===== src/hdl/rau_pkg.sv =====
package rau_pkg;

    localparam int CMD_W   = 3;
    localparam int FIELD_W = 32;
    localparam int DEN_W   = 31;

    localparam logic [CMD_W-1:0] CMD_ADD = 3'd0;
    localparam logic [CMD_W-1:0] CMD_SUB = 3'd1;
    localparam logic [CMD_W-1:0] CMD_MUL = 3'd2;
    localparam logic [CMD_W-1:0] CMD_DIV = 3'd3;
    localparam logic [CMD_W-1:0] CMD_CMP = 3'd4;

    typedef enum logic [1:0] {
        OP_ADD,
        OP_DIFF,
        OP_MUL,
        OP_DIV
    } t_op;

    typedef enum logic [1:0] {
        ST_OK   = 2'd0,
        ST_ZDEN = 2'd1,
        ST_DIV0 = 2'd2,
        ST_OVF  = 2'd3
    } t_status;

    typedef struct packed {
        t_op  op;
        logic sa;
        logic sb;
        logic zden;
        logic div0;
    } t_cls;

endpackage


===== src/hdl/rau_if.sv =====
interface rau_in_if;
    logic        valid;
    logic        ready;
    logic [2:0]  command;
    logic signed [31:0] a_num;
    logic signed [31:0] a_den;
    logic signed [31:0] b_num;
    logic signed [31:0] b_den;

    modport source (output valid, command, a_num, a_den, b_num, b_den, input ready);
    modport sink (input valid, command, a_num, a_den, b_num, b_den, output ready);
endinterface



===== src/hdl/rau_front.sv =====
module rau_front
    import rau_pkg::*;
#(
    parameter int WIDTH = 32
) (
    rau_in_if.sink       i_in,
    output logic         o_valid,
    input  logic         i_ready,
    output t_cls         o_cls,
    output logic [WIDTH:0] o_an,
    output logic [WIDTH:0] o_ad,
    output logic [WIDTH:0] o_bn,
    output logic [WIDTH:0] o_bd
);
    localparam int M = WIDTH + 1;

    logic an_s, ad_s, bn_s, bd_s;

    function automatic logic [M-1:0] mag(input logic [FIELD_W-1:0] raw);
        logic [WIDTH-1:0] v;
        v = raw[WIDTH-1:0];
        mag = v[WIDTH-1] ? ({1'b0, ~v} + 1'b1) : {1'b0, v};
    endfunction

    assign an_s = i_in.a_num[WIDTH-1];
    assign ad_s = i_in.a_den[WIDTH-1];
    assign bn_s = i_in.b_num[WIDTH-1];
    assign bd_s = i_in.b_den[WIDTH-1];

    assign o_an = mag(i_in.a_num);
    assign o_ad = mag(i_in.a_den);
    assign o_bn = mag(i_in.b_num);
    assign o_bd = mag(i_in.b_den);

    assign o_valid    = i_in.valid;
    assign i_in.ready = i_ready;

    always_comb begin
        o_cls.sa   = (o_an != '0) && (an_s != ad_s);
        o_cls.sb   = (o_bn != '0) && (bn_s != bd_s);
        o_cls.zden = (o_ad == '0) || (o_bd == '0);
        o_cls.div0 = 1'b0;
        unique case (i_in.command)
            CMD_ADD: o_cls.op = OP_ADD;
            CMD_MUL: o_cls.op = OP_MUL;
            CMD_DIV: begin
                o_cls.op   = OP_DIV;
                o_cls.div0 = (o_bn == '0);
            end
            default: o_cls.op = OP_DIFF;
        endcase
    end
endmodule


===== src/flat_wrapper.sv =====
// flat-port wrapper written by rule: the top's interface ports become plain ports
module rau_front_flat import rau_pkg::*;
#(
    parameter int WIDTH = 32
)
  (o_valid, i_ready, o_cls, o_an, o_ad, o_bn, o_bd, i_in_valid, i_in_command, i_in_a_num, i_in_a_den, i_in_b_num, i_in_b_den, i_in_ready);
  rau_in_if i_in_i ();
  output logic o_valid;
  input  logic i_ready;
  output t_cls o_cls;
  output logic [WIDTH:0] o_an;
  output logic [WIDTH:0] o_ad;
  output logic [WIDTH:0] o_bn;
  output logic [WIDTH:0] o_bd;
  input wire logic [$bits(i_in_i.valid)-1:0] i_in_valid;
  input wire logic [$bits(i_in_i.command)-1:0] i_in_command;
  input wire logic [$bits(i_in_i.a_num)-1:0] i_in_a_num;
  input wire logic [$bits(i_in_i.a_den)-1:0] i_in_a_den;
  input wire logic [$bits(i_in_i.b_num)-1:0] i_in_b_num;
  input wire logic [$bits(i_in_i.b_den)-1:0] i_in_b_den;
  output wire logic [$bits(i_in_i.ready)-1:0] i_in_ready;
  assign i_in_i.valid = i_in_valid;
  assign i_in_i.command = i_in_command;
  assign i_in_i.a_num = i_in_a_num;
  assign i_in_i.a_den = i_in_a_den;
  assign i_in_i.b_num = i_in_b_num;
  assign i_in_i.b_den = i_in_b_den;
  assign i_in_ready = i_in_i.ready;
  rau_front #(.WIDTH(WIDTH)) u_core (.i_in(i_in_i), .o_valid(o_valid), .i_ready(i_ready), .o_cls(o_cls), .o_an(o_an), .o_ad(o_ad), .o_bn(o_bn), .o_bd(o_bd));
endmodule

===== config.mk =====
export PLATFORM = sky130hd
export DESIGN_NAME = rau_front_flat
export DESIGN_NICKNAME = d
export VERILOG_FILES = /design/src/hdl/rau_pkg.sv /design/src/hdl/rau_if.sv /design/src/hdl/rau_front.sv /design/src/flat_wrapper.sv
export SDC_FILE = /design/constraint.sdc
export NUM_CORES = 1
export LEC_CHECK = 0
export BUFFER_PORTS_ARGS = -buffer_cell sky130_fd_sc_hd__buf_4
export CORE_MARGIN = 8
export CORE_UTILIZATION = 45
export DETAILED_ROUTE_END_ITERATION = 12
export PLACE_DENSITY = 0.95
export SYNTH_ARGS = -nofsm -noshare
export SYNTH_HDL_FRONTEND = slang
export SYNTH_SLANG_ARGS = --single-unit
export TNS_END_PERCENT = 1

===== constraint.sdc =====
create_clock -name vclk -period 5.69
set_input_delay 1.138 -clock vclk [all_inputs]
set_output_delay 1.138 -clock vclk [all_outputs]
set_load 0.02 [all_outputs]

Yosys cells after proc, flatten, opt, wreduce, memory -nomap -nowiden

Cells that the tools add are included.

Flip-flop bits (word level): 0
Logic and storage cells: 27

Add/sub/neg operators: 4
Equal/unequal tests: 4
Mux-type cells: 6
Bitwise logic cells: 4
Reduce and logical (&&, ||, !) cells: 9

Operators with widths:

| kind                                                                  | count |
|---|---|
| 32-bit by 1-bit adder with 33-bit output, second input constant       | 4 |
| 33-bit two-way mux                                                    | 4 |
| 32-bit inverter                                                       | 4 |
| 33-bit logical NOT                                                    | 3 |
| 33-bit nonzero test                                                   | 2 |
| 3-bit by 2-bit equality test with 1-bit output, second input constant | 2 |
| 2-bit case mux with 3 select lines                                    | 1 |
| 3-bit logical NOT                                                     | 1 |
| 1-bit logical AND                                                     | 2 |
| 1-bit inequality test                                                 | 2 |
| 1-bit logical OR                                                      | 1 |
| 1-bit two-way mux                                                     | 1 |

Logic depth before layout (Yosys ltp)

Depth in word-level cells: 5
Depth in mapped cells: 11
Mapped depth without buffers: 9

Worst setup path after synthesis

OpenSTA, ideal clock, no wires.

Path type: input to output
From: input i_in_b_num[1]
To: output o_cls[0] in the netlist's numbering
Arrival: 4.110 ns
Data required time: 4.552 ns
Slack: 0.442 ns
Cell stages on the path: 9
Buffers on the path: 0
Cells stage by stage: inv_1 -> ha_1 -> nor4b_1 -> nand4_1 -> or4_1 -> a2111oi_2 -> and3_1 -> or4b_1 -> nor4_1

RTL lines:

| item            | line               | RTL |
|---|---|---|
| start, declared | flat_wrapper.sv:19 | `input wire logic [$bits(i_in_i.b_num)-1:0] i_in_b_num;` |
| end, declared   | flat_wrapper.sv:10 | `output t_cls o_cls;` |

==> parameters.txt <==
Parameter                              Value

Global route
  Maximum number of pins on one net before global-route repair ... 46
  Antenna violations before repair ... 0
  Number of global-route vias before repair ... 5545
  Overflow after GRT ... 0
  Global-route wire length before repair ... 27500 microns
  GRT Overall Usage ... 25.3%

Power and ir drop
  Net Sw Frac ... approximately 56%
  Internal portion of total power ... 0.270 mW
  Gate power share ... 100.0%
  Max rail drop VDD ... 0.0841 mV
  LEAKAGE ... 2.33 nW
  Clk network pwr share ... 0%
  Power per cell area ... approximately 100 nW/um^2
  Psw ... about 0.35 mW
  Seq pwr share ... 0%

Critical path
  Top fanout value on the critical path ... 7
  Arrival time at the worst endpoint ... ~4.3 ns
  Cell type of the slowest stage on the worst timing path ... sky130_fd_sc_hd__nor4_2
  CP Cell Sequence ... buf_4 -> nor4_2 -> nand4_1 -> or4_1 -> a2111oi_2 -> and3_1 -> or4b_1 -> nor4_1 -> buf_4
  Number of buffer and inverter instances along the worst setup path ... 2
  CP Class ... input port to primary output
  WP data required ... about 4.6 ns
  Kind of end point of the critical path ... primary output
  Biggest cell delay along the critical path ... 0.58 ns
  Cell mode on critical path ... sky130_fd_sc_hd__buf_4
  Family of cells with the greatest summed delay on the critical path ... simple AND/OR/NAND/NOR gates
  CP startpoint kind ... input port

Drt
  Routed wirelength normalized by instance count ... about 18 microns
  Number of iterations in the first detailed-routing pass ... 4
  Routed vias/inst ... between 6 and 7
  Number of remaining DRC errors ... 0
  Via Count ... 5819
  Drt total wl ... ~17000 microns
  Antenna Nets Post-Route ... 0
  Number of design-rule violations left by the first detailed-router iteration ... between 200 and 250

Floorplan
  Placeable core region ... 8720 sq um
  Die outline height ... 111 microns
  Initial core utilization ... 46.5%
  Total I/O pin count ... about 270
  # rows ... 34
  Die W ... 111 microns
  Die area ... ~12000 sq um

Job
  Maximum Capacitance Violations ... 0

Synthesis
  Distinct cell type count after synthesis ... 64
  Xor and xnor fraction of the mapped netlist area ... 25.5%
  Summed instance area of the synthesized netlist ... 4060 sq um
  Simple logic cell fraction of the synthesized area ... 36.2%
  Count of yosys warnings during synthesis ... 0
  Dominant combinational cell family by area after synthesis ... simple AND/OR/NAND/NOR gates
  Cells taking the most area after synthesis ... sky130_fd_sc_hd__xnor2_1 (23%), sky130_fd_sc_hd__o31ai_1 (6.5%), sky130_fd_sc_hd__o21ai_0 (5.6%)
  Sequential cell area fraction in the yosys report ... 0%
  Compound-cell area share of the yosys netlist ... 27.8%
  Post-synth top area cell ... sky130_fd_sc_hd__xnor2_1
  Share of the synthesized area in the top cell type ... a little under a quarter
  Share of synthesized area spent on multiplexers ... 1.60%
  Synthesized area per cell ... about 6.7 sq um
  Cell count after synthesis ... about 600
  Adder-cell area share of the yosys netlist ... under 10%

Place
  HPWL after detailed placement ... about 14000 microns
  GP Congestion ... between 0.9 and 1
  Setup Slack @ Placement ... 0.317 ns
  Number of buffers inserted by port buffering ... ~270

Layout
  Register Area ... 0 sq um
  # clk buffers ... 0
  Num sequential ... 0
  ANT cells ... 0
  Fillcell total ... about 740
  Fraction of final layout cells sized beyond drive strength 1 ... around a third
  Area added between synthesis and finish ... 47.7%
  Net count reported at finish ... 970

STA
  Number of pins exceeding their max-slew limit in the final report ... 0
  Count of final setup violators ... 0
  Worst slew pin tran ... between 0.6 and 0.7 ns
  Period minus WS final ... ~5.4 ns
  Setup repair after global routing missed its margin ... false
  Relative slew margins ... between 50% and 60%
  Portion of the clock cycle consumed by the worst path in the final layout ... between 90 and 100%
  Peak clock frequency supported by timing ... between 0.15 and 0.2 GHz
  Final setup margin ... slightly below 0.3 ns
  Fin. Hold Viols ... 0
  Final sum of negative setup slack ... 0 ns

Clock tree
  Cts repair resizes ... 0
  Hold-fix buffers, CTS ... 0
  Number of setup buffers added after CTS ... 0

Hold path
  Path class of the lowest-slack min-delay path ... input port to primary output

Run status
  Result of the run ... completed
## path summary, 6_finish.rpt
check                          from  cells past startpoint  slack, ns       end
worst max-delay path  i_in_b_num[5]                      9       0.29  o_cls[0]
worst min-delay path     i_in_valid                      0       2.28   o_valid
## layer usage
metal | part of all wire [%] | vias to the layer above | routed length (microns) | GRT usage (%)
met5 | 0 | - | 0 | 0
met4 | 4.2 | 0 | 723 | 9.37
met3 | 9.0 | 50 | 1540 | 5.68
met2 | 48 | 317 | 8250 | 43.3
met1 | 39 | 2673 | 6660 | 29.8
li1 | - | 2779 | - | -
## power by group through the flow
stage          Sequential (mW)  Clock [mW]  Combinational (mW)
3_3_place_gp                 0           0               0.608
4_1_cts                      0           0               0.617
3_5_place_dp                 0           0               0.615
5_1_grt                      0           0               0.656
6_report                     0           0               0.618
2_1_floorplan                0           0               0.326
## stage by stage
step	total power [mW]	instances	hold WS, ns	cell area, sq um	util, %
3_5_place_dp	0.615	939	2.28	5990	68.7
4_1_cts	0.617	939	2.28	5990	68.7
6_report	0.618	939	2.28	5990	68.7
3_3_place_gp	0.608	939	2.28	5990	68.7
5_1_grt	0.656	939	2.28	5990	68.7
2_1_floorplan	0.326	612	2.36	4070	-
## logic make-up after synthesis
group,count (synthesis)
simple gates,254
compound gates,157
xor+xnor,118
buf+inv,69
mux,6
fa+ha+maj,4
other cells,1
## synthesized netlist by cell type (17+ instances only)
| master | number |
|---|---|
| sky130_fd_sc_hd__nor3_1 | 32 |
| sky130_fd_sc_hd__clkbuf_1 | 33 |
| sky130_fd_sc_hd__inv_1 | 17 |
| sky130_fd_sc_hd__nor4_1 | 24 |
| sky130_fd_sc_hd__o31ai_1 | 35 |
| sky130_fd_sc_hd__nand2_1 | 38 |
| sky130_fd_sc_hd__or3_1 | 29 |
| sky130_fd_sc_hd__o21ai_0 | 45 |
| sky130_fd_sc_hd__xnor2_1 | 105 |
| sky130_fd_sc_hd__or4_1 | 18 |
| sky130_fd_sc_hd__o41ai_1 | 23 |
| sky130_fd_sc_hd__nor2_1 | 27 |
## cells in the final DEF (no fill, tap or decap), drive strengths merged, types with 5 or more instances in the layout
cell type	Yosys	layout
buf	18	270
xnor2	105	105
o21ai	45	45
nand2	38	38
o31ai	35	35
nor3	32	32
or3	29	29
nor2	27	27
nor4	26	26
o41ai	23	23
or4	19	19
inv	17	17
nand3	16	16
nand2b	13	13
xor2	13	13
nand4	11	11
or2	9	9
nor4b	7	7
and3	6	6
a31oi	5	5
a21oi	5	5
nor2b	5	5
o22ai	5	5
or4b	5	5
## layout make-up
class / count / area [sq um] / share of cell area [%]
inverter: 18 / 67.6 / 1.13
multi-input combinational: 543 / 3760 / 62.8
tap: 108 / 135 / 2.26
timing repair buffer: 270 / 2030 / 33.8
(Power assumes the default switching activity.)
