==> config.mk <==
export PLATFORM = sky130hd
export DESIGN_NAME = rau_fifo
export DESIGN_NICKNAME = d
export VERILOG_FILES = /design/src/hdl/rau_fifo.sv
export SDC_FILE = /design/constraint.sdc
export NUM_CORES = 1
export LEC_CHECK = 0
export BUFFER_PORTS_ARGS = -buffer_cell sky130_fd_sc_hd__clkbuf_2
export CORE_MARGIN = 1
export CORE_UTILIZATION = 52
export DETAILED_ROUTE_END_ITERATION = 6
export GPL_TIMING_DRIVEN = 1
export PLACE_DENSITY = 0.79
export SETUP_SLACK_MARGIN = 0.15
export SYNTH_ARGS = -nofsm -noshare
export SYNTH_HDL_FRONTEND = slang
export SYNTH_SLANG_ARGS = --single-unit
export TNS_END_PERCENT = 50
==> constraint.sdc <==
create_clock -name i_clk -period 2.85 [get_ports i_clk]
set_clock_uncertainty 0.15 [all_clocks]
set_input_delay 0.57 -clock i_clk [delete_from_list [all_inputs] [get_ports i_clk]]
set_output_delay 0.57 -clock i_clk [all_outputs]
set_load 0.02 [all_outputs]
==> src/hdl/rau_fifo.sv <==
module rau_fifo #(
    parameter int DATA_W = 8,
    parameter int DEPTH  = 2
) (
    input  logic              i_clk,
    input  logic              i_rst_n,
    input  logic              i_push,
    input  logic [DATA_W-1:0] i_data,
    output logic              o_full,
    output logic              o_valid,
    input  logic              i_pop,
    output logic [DATA_W-1:0] o_data
);
    localparam int AW = (DEPTH > 1) ? $clog2(DEPTH) : 1;
    localparam int CW = $clog2(DEPTH + 1);

    logic [DATA_W-1:0] r_mem [DEPTH];
    logic [AW-1:0]     r_wp;
    logic [AW-1:0]     r_rp;
    logic [CW-1:0]     r_cnt;
    logic              w_push;
    logic              w_pop;

    assign o_full  = (r_cnt == CW'(DEPTH));
    assign o_valid = (r_cnt != '0);
    assign o_data  = r_mem[r_rp];
    assign w_push  = i_push && !o_full;
    assign w_pop   = i_pop && o_valid;

    always_ff @(posedge i_clk) begin
        if (!i_rst_n) begin
            r_wp  <= '0;
            r_rp  <= '0;
            r_cnt <= '0;
        end else begin
            if (w_push) begin
                r_mem[r_wp] <= i_data;
                r_wp <= (r_wp == AW'(DEPTH - 1)) ? '0 : r_wp + 1'b1;
            end
            if (w_pop) begin
                r_rp <= (r_rp == AW'(DEPTH - 1)) ? '0 : r_rp + 1'b1;
            end
            if (w_push && !w_pop) begin
                r_cnt <= r_cnt + 1'b1;
            end else if (w_pop && !w_push) begin
                r_cnt <= r_cnt - 1'b1;
            end
        end
    end
endmodule

# Yosys cells after proc, flatten, opt, wreduce, memory -nomap -nowiden
# Memory sizes are Yosys's and may differ from the RTL's. A register that Yosys moved wholly into a read port is not among the register bits.
# Index checks and enable logic that the tools add are counted.
# word_totals
ff_bits	4
ram_bits	16
inputBits	12
memories	1
# memory_table
memory	depth	width	rd	rd_clocked_by_memory_dff	wr	line_no	rtl
r_mem	2	8	1	1	1	17	logic [DATA_W-1:0] r_mem [DEPTH];
# classes
addsub	4
eq_ne	1
n_mux	9
n_reduce_logical	9
# ops
op	count
1-bit 2-to-1 mux	7
1-bit logical AND	4
2-bit 2-to-1 mux	2
2-bit nonzero test	2
1-bit logical NOT	3
1-bit adder (second input constant)	2
2-bit by 1-bit adder with 2-bit output (second input constant)	1
2-bit == test (second input constant)	1
2-bit by 1-bit subtractor with 2-bit output (second input constant)	1

# Longest topological paths before layout
# Gate-level depths: netlist of the first run.
# logic_depth
word_depth	7
mapped_depth	6

# Least setup slack after synthesis of the first run
# Ideal clock, no wire load.
# synth_timing
path_type	input-to-reg
from	input port i_push
to	memory r_mem[0][0] (enable)
setup_time_ps	395
arrival_ps	1526
slack_ps	780
path_stages	2
path_buffers	0
path_cell_list	inv_1 -> nor4_1
# synth_between
elab_chain_cells	4
# synth_lines
element	line_no	rtl
start: declaration	7	input logic i_push,
1-bit logical AND	27	assign w_push = i_push && !o_full;
1-bit 2-to-1 mux	36	if (w_push) begin
1-bit 2-to-1 mux	31	if (!i_rst_n) begin
1-bit 2-to-1 mux (implied by the code)	37	r_mem[r_wp] <= i_data;
end: declaration	17	
# Every way passes these cells.

==> results of run 1 <==
-- cell usage in the layout (no fill, tap or decap) --
master / instances
clkbuf_4: 3
inv_1: 2
o21ai_0: 3
mux2_2: 8
or2_2: 1
buf_4: 1
dfxtp_1: 5
or3_1: 2
nor4_2: 1
xor2_1: 3
and3_1: 1
clkbuf_2: 21
ha_1: 1
clkbuf_1: 1
a21oi_1: 2
nor2_1: 4
nor2b_2: 1
edfxtp_1: 16
-- synthesized netlist by cell type --
cell	number
edfxtp_1	16
mux2_2	8
dfxtp_1	5
nor2_1	4
o21ai_0	3
xor2_1	3
a21oi_1	2
inv_1	2
or3_1	2
and3_1	1
buf_2	1
ha_1	1
nor2b_2	1
nor4_1	1
or2_2	1
-- stage by stage --
stage	instance area, sq um	hold slack, ns	power (W)
after floorplan	802.0	0.3167	0.0006053
after global placement	934.6	0.3371	0.0006734
after detailed placement	934.6	0.3420	0.0006815
after CTS	960.9	0.3013	0.0008150
after global routing	960.9	0.2900	0.0008597
final	960.9	0.3090	0.0008092
-- metal layers --
metal / vias to the layer above / track usage [%] / wire [um]
met2: 16 / 29.69 / 664
met4: 0 / 9.677 / 12
met1: 229 / 20.00 / 547
met5: - / 0 / 0
li1: 237 / - / -
met3: 2 / 4.891 / 60
-- layout make-up --
type | count | area [sq um]
tap | 15 | 18.77
inverter | 2 | 7.507
fill | 103 | 405.4
multi-input combinational | 27 | 215.2
sequential | 21 | 580.6
timing repair buffer | 22 | 112.6
clock buffer | 4 | 26.28
-- sequential cells by signal, indices dropped and copies added (netlist names), named ones only --
register	count
r_rp	1
r_cnt	2
r_mem	16
r_wp	1
-- power breakdown --
group	internal, W	switching [W]	leakage, nW	total (W)
combinational	0.000118	0.000143	0.188	0.000261
clock	0.0000544	0.0000810	0.0150	0.000135
sequential	0.000375	0.0000380	0.188	0.000413
-- worst reg2reg max path, delay by kind of cell (launching register included) --
kind                       cells  cell delay (ns)
adders and majority gates      1             0.34
AOI/OAI and AO/OA              1             0.15
DFF                            1             0.39
and+or+nand+nor                3             0.71
-- cell families (layout without fill, tap and decap cells) --
| kind of cell | after synthesis | in the layout | synth area share, % |
|---|---|---|---|
| DFF | 21 | 21 | 72.39 |
| and+or+nand+nor | 10 | 10 | 6.865 |
| muxes | 8 | 8 | 11.23 |
| AOI/OAI and AO/OA | 5 | 5 | 3.120 |
| xor gates and xnor gates | 3 | 3 | 3.277 |
| buffers and inverters | 3 | 28 | 1.560 |
| adders and majority gates | 1 | 1 | 1.560 |
-- final timing paths --
kind,startpoint,endpoint,slack [ns]
worst max-delay path,flop,o_data[4],0.76
worst max register to register,r_cnt[1],r_cnt[1],1.05
worst min register to register,r_rp,r_rp,0.38
worst min-delay path,i_data[1],r_mem[0][1],0.31
==> flow_metrics.env, run 1 <==
export IMPL_status="complete, no violations"
export IMPL_cp_start_kind="flop"
export IMPL_initial_utilization_pct=58.70
export IMPL_peakVddDrop_v=0.0005500
export IMPL_grt_ovfl_total=0
export IMPL_power_density_nw_per_um2=842.1
export IMPL_maxSlewViolCount=0
export IMPL_setup_viol_count_final=0
export IMPL_row_count=13
export IMPL_cts_tree="built"
export IMPL_clockBufferDepth=2
export IMPL_setup_slack_ns=0.7622
export IMPL_nNetsFinal=90
export IMPL_core_sq_um=1366
export IMPL_antenna_found_initial=0
export IMPL_crit_type="flop to output pin"
export IMPL_hpwl_um=959.2
export IMPL_critPathMaxFanout=8
export IMPL_rsz0062_at_grt="no"
export IMPL_wl_um=1286
export IMPL_clock_sinks=21
export IMPL_cts_root_buf="clkbuf_4"
export IMPL_drc_errors=0
export IMPL_syn_num_nets=64
export IMPL_worst_slew_pin_slew_ns=0.3855
export IMPL_dp_cells=87
export IMPL_syn_avg_cell_area_sq_um=15.73
export IMPL_drive_gt1_share_pct=47.37
export IMPL_yosys_area_top_type="edfxtp_1"
export IMPL_yosysWarningCount=0
export IMPL_slew_headroom_pct=74.30
export IMPL_ff2ff_path_depth=5
export IMPL_synth_top_cell_area_share_pct=59.91
export IMPL_avgViaCountPerCell=5.319
export IMPL_numCtsBuffers=3
export IMPL_crit_family="flip-flops"
export IMPL_path_buf_inv=1
export IMPL_grt_pass1_vias=411
export IMPL_synth_seq_cells=21
export IMPL_area_growth_synth_to_final_pct=19.81
export IMPL_die_y_um=41.27
export IMPL_cts_setup_buffers=0
export IMPL_end_kind="output pin"
export IMPL_fin_cells=91
export IMPL_htreeDepth=1
export IMPL_finalCritPeriodShare_pct=73.26
export IMPL_cp_depth=2
export IMPL_finalHoldViolations=0
export IMPL_antenna_cells=0
export IMPL_post_route_util_pct=70.33
export IMPL_slowest_delay_ns=0.54
export IMPL_dp_slack_ns=0.9279
export IMPL_first_iter_violations=16
export IMPL_grt_pass1_wl_um=1766
export IMPL_timing_fmax_mhz=479.0
export IMPL_ios=22
export IMPL_cp_slowest_cell="dfxtp_1"
export IMPL_synth_area_leaders="edfxtp_1, dfxtp_1, mux2_2"
export IMPL_grt_max_degree=12
export IMPL_ys_types=15
export IMPL_fin_crit_ns=2.088
export IMPL_synthCells=51
export IMPL_yosysSeqAreaShare_pct=72.39
export IMPL_vias=484
export IMPL_first_pass_iters=4
export IMPL_hp_class="input pin to flop"
export IMPL_whs_path_depth=1
export IMPL_ant_nets=0
export IMPL_p_leak_nw=0.3908
export IMPL_syn_area_sq_um=802.0
export IMPL_cts_resized=0
export IMPL_clkTransAtPathRegs_ns=0.11
export IMPL_wl_per_cell_um=14.13
export IMPL_die_x_um=41.27
export IMPL_gp_congestion=0.6877
export IMPL_grt_usage_pct=17.63
export IMPL_maxCapViolations=0
export IMPL_hold_buffers=0
export IMPL_crit_arrival_ns=1.37
export IMPL_dieArea_sq_um=1703
export IMPL_fin_tns_setup_ns=0
export IMPL_required_ns=2.13
export IMPL_clk_latency_ns=0.29
export IMPL_io_buffers=21
export IMPL_crit_chain="mux2_2, clkbuf_2"
Power figures use the tool's default switching activity.
==> run 2: changes to the inputs <==
--- a/config.mk
+++ b/config.mk
@@ -7,10 +7,10 @@
 export LEC_CHECK = 0
 export BUFFER_PORTS_ARGS = -buffer_cell sky130_fd_sc_hd__clkbuf_2
 export CORE_MARGIN = 1
-export CORE_UTILIZATION = 52
+export CORE_UTILIZATION = 49
 export DETAILED_ROUTE_END_ITERATION = 6
 export GPL_TIMING_DRIVEN = 1
-export PLACE_DENSITY = 0.79
+export PLACE_DENSITY = 0.75
 export SETUP_SLACK_MARGIN = 0.15
 export SYNTH_ARGS = -nofsm -noshare
 export SYNTH_HDL_FRONTEND = slang
==> constraint.sdc (replaced) <==
create_clock -name i_clk -period 2.2 [get_ports i_clk]
set_clock_uncertainty 0.15 [all_clocks]
set_input_delay 0.44 -clock i_clk [delete_from_list [all_inputs] [get_ports i_clk]]
set_output_delay 0.44 -clock i_clk [all_outputs]
set_load 0.02 [all_outputs]
==> run 2 against run 1 <==
  * Via count decreased by 1.4%
  * Combinational power increased by 31%
  * Highest routed layer unchanged
  * Core utilization decreased by 6.7 points
  * Total power increased by 30%
  * Cell count increased by 2.2%
  * Critical endpoint is now o_data[1]
  * Final area increased by 0.91%
  * Non-clock buffer count increased by 1
==> flow_metrics.env, run 2 (synthesis results as in run 1) <==
export IMPL_row_count=14
export IMPL_drive_gt1_share_pct=48.05
export IMPL_cp_start_kind="flop"
export IMPL_end_kind="output pin"
export IMPL_crit_arrival_ns=1.39
export IMPL_numCtsBuffers=3
export IMPL_cts_tree="built"
export IMPL_first_pass_iters=4
export IMPL_grt_max_degree=12
export IMPL_area_growth_synth_to_final_pct=20.90
export IMPL_worst_slew_pin_slew_ns=0.3940
export IMPL_rsz0062_at_grt="no"
export IMPL_wl_per_cell_um=12.78
export IMPL_fill_cells=125
export IMPL_grt_ovfl_total=0
export IMPL_clk_latency_ns=0.30
export IMPL_die_x_um=42.46
export IMPL_top_regs="r_mem: 16 flops, r_cnt: 2 flops"
export IMPL_first_iter_violations=4
export IMPL_finalHoldViolations=0
export IMPL_die_y_um=42.46
export IMPL_maxSlewViolCount=0
export IMPL_nNetsFinal=91
export IMPL_slew_headroom_pct=73.73
export IMPL_final_common_cell="clkbuf_2"
export IMPL_crit_type="flop to output pin"
export IMPL_crit_chain="mux2_2, clkbuf_2"
export IMPL_avgViaCountPerCell=5.129
export IMPL_path_buf_inv=1
export IMPL_critPathMaxFanout=8
export IMPL_htreeDepth=1
export IMPL_slowest_delay_ns=0.55
export IMPL_grt_usage_pct=15.32
export IMPL_mostFrequentLayoutCells="clkbuf_2, edfxtp_1, mux2_2, dfxtp_1, nor2_1"
export IMPL_ios=22
export IMPL_timing_fmax_mhz=505.5
export IMPL_clockBufferDepth=2
export IMPL_initial_utilization_pct=52.63
export IMPL_required_ns=1.61
export IMPL_wl_um=1189
export IMPL_grt_pass1_vias=446
export IMPL_hold_buffers=0
export IMPL_fin_tns_setup_ns=0
export IMPL_finalCritPeriodShare_pct=89.91
export IMPL_status="complete, no violations"
export IMPL_antenna_found_initial=0
export IMPL_largest_register_ffs=16
export IMPL_p_leak_nw=0.3960
export IMPL_clkTransAtPathRegs_ns=0.11
export IMPL_setup_viol_count_final=0
export IMPL_cts_setup_buffers=0
export IMPL_gp_congestion=0.6490
export IMPL_ant_nets=0
export IMPL_maxCapViolations=0
export IMPL_hpwl_um=889.4
export IMPL_cts_root_buf="clkbuf_4"
export IMPL_hp_class="input pin to flop"
export IMPL_power_total_w=0.001056
export IMPL_vias=477
export IMPL_fin_crit_ns=1.978
export IMPL_cts_resized=0
export IMPL_core_sq_um=1524
export IMPL_peakVddDrop_v=0.0006843
export IMPL_io_buffers=21
export IMPL_grt_pass1_wl_um=1897
export IMPL_top_register="r_mem"
export IMPL_clock_sinks=21
export IMPL_antenna_cells=0
export IMPL_dieArea_sq_um=1802
export IMPL_drc_errors=0
export IMPL_power_density_nw_per_um2=1089
export IMPL_cp_slowest_cell="dfxtp_1"
export IMPL_crit_family="flip-flops"
## run 2: report_power, final
group          switching (W)  internal, W  total [W]
clock               0.000111    0.0000705   0.000181
sequential         0.0000477     0.000485   0.000533
combinational       0.000185     0.000156   0.000342
total               0.000344     0.000712    0.00106
## run 2: layout make-up
type	instances	area [sq um]	area share [%]
Sequential cell	21	580.6	59.87
Multi-Input combinational cell	27	215.2	22.19
Timing Repair Buffer	23	120.1	12.39
Clock buffer	4	26.28	2.710
Tap cell	16	20.02	2.065
Inverter	2	7.507	0.7742
## run 2: layer usage
| metal | vias up | share of wire (%) | global-route usage, % |
|---|---|---|---|
| met5 | - | 0 | 0 |
| met4 | 0 | 1.5 | 11.25 |
| met3 | 2 | 4.0 | 3.017 |
| met2 | 14 | 53 | 26.77 |
| met1 | 222 | 41 | 16.03 |
| li1 | 239 | - | - |
## run 2: final timing paths
kind            endpoint  depth (start not counted)  startpoint  slack [ns]
min          r_mem[1][1]                          1   i_data[1]        0.18
min reg2reg         r_wp                          2        r_wp        0.37
max            o_data[1]                          2        flop        0.22
max reg2reg     r_cnt[1]                          5    r_cnt[1]        0.43
## run 2: stage by stage
step,worst slack [ns],area (sq um),util (%),std cells,hold slack [ns]
after floorplan,0.2597,802.0,-,51,0.3167
after CTS,0.2065,969.7,63.63,93,0.1768
after detailed placement,0.4459,943.4,61.90,89,0.3470
final,0.2219,969.7,63.63,93,0.1764
after global routing,0.1559,969.7,63.63,93,0.1682
after global placement,0.4850,943.4,61.90,89,0.3361
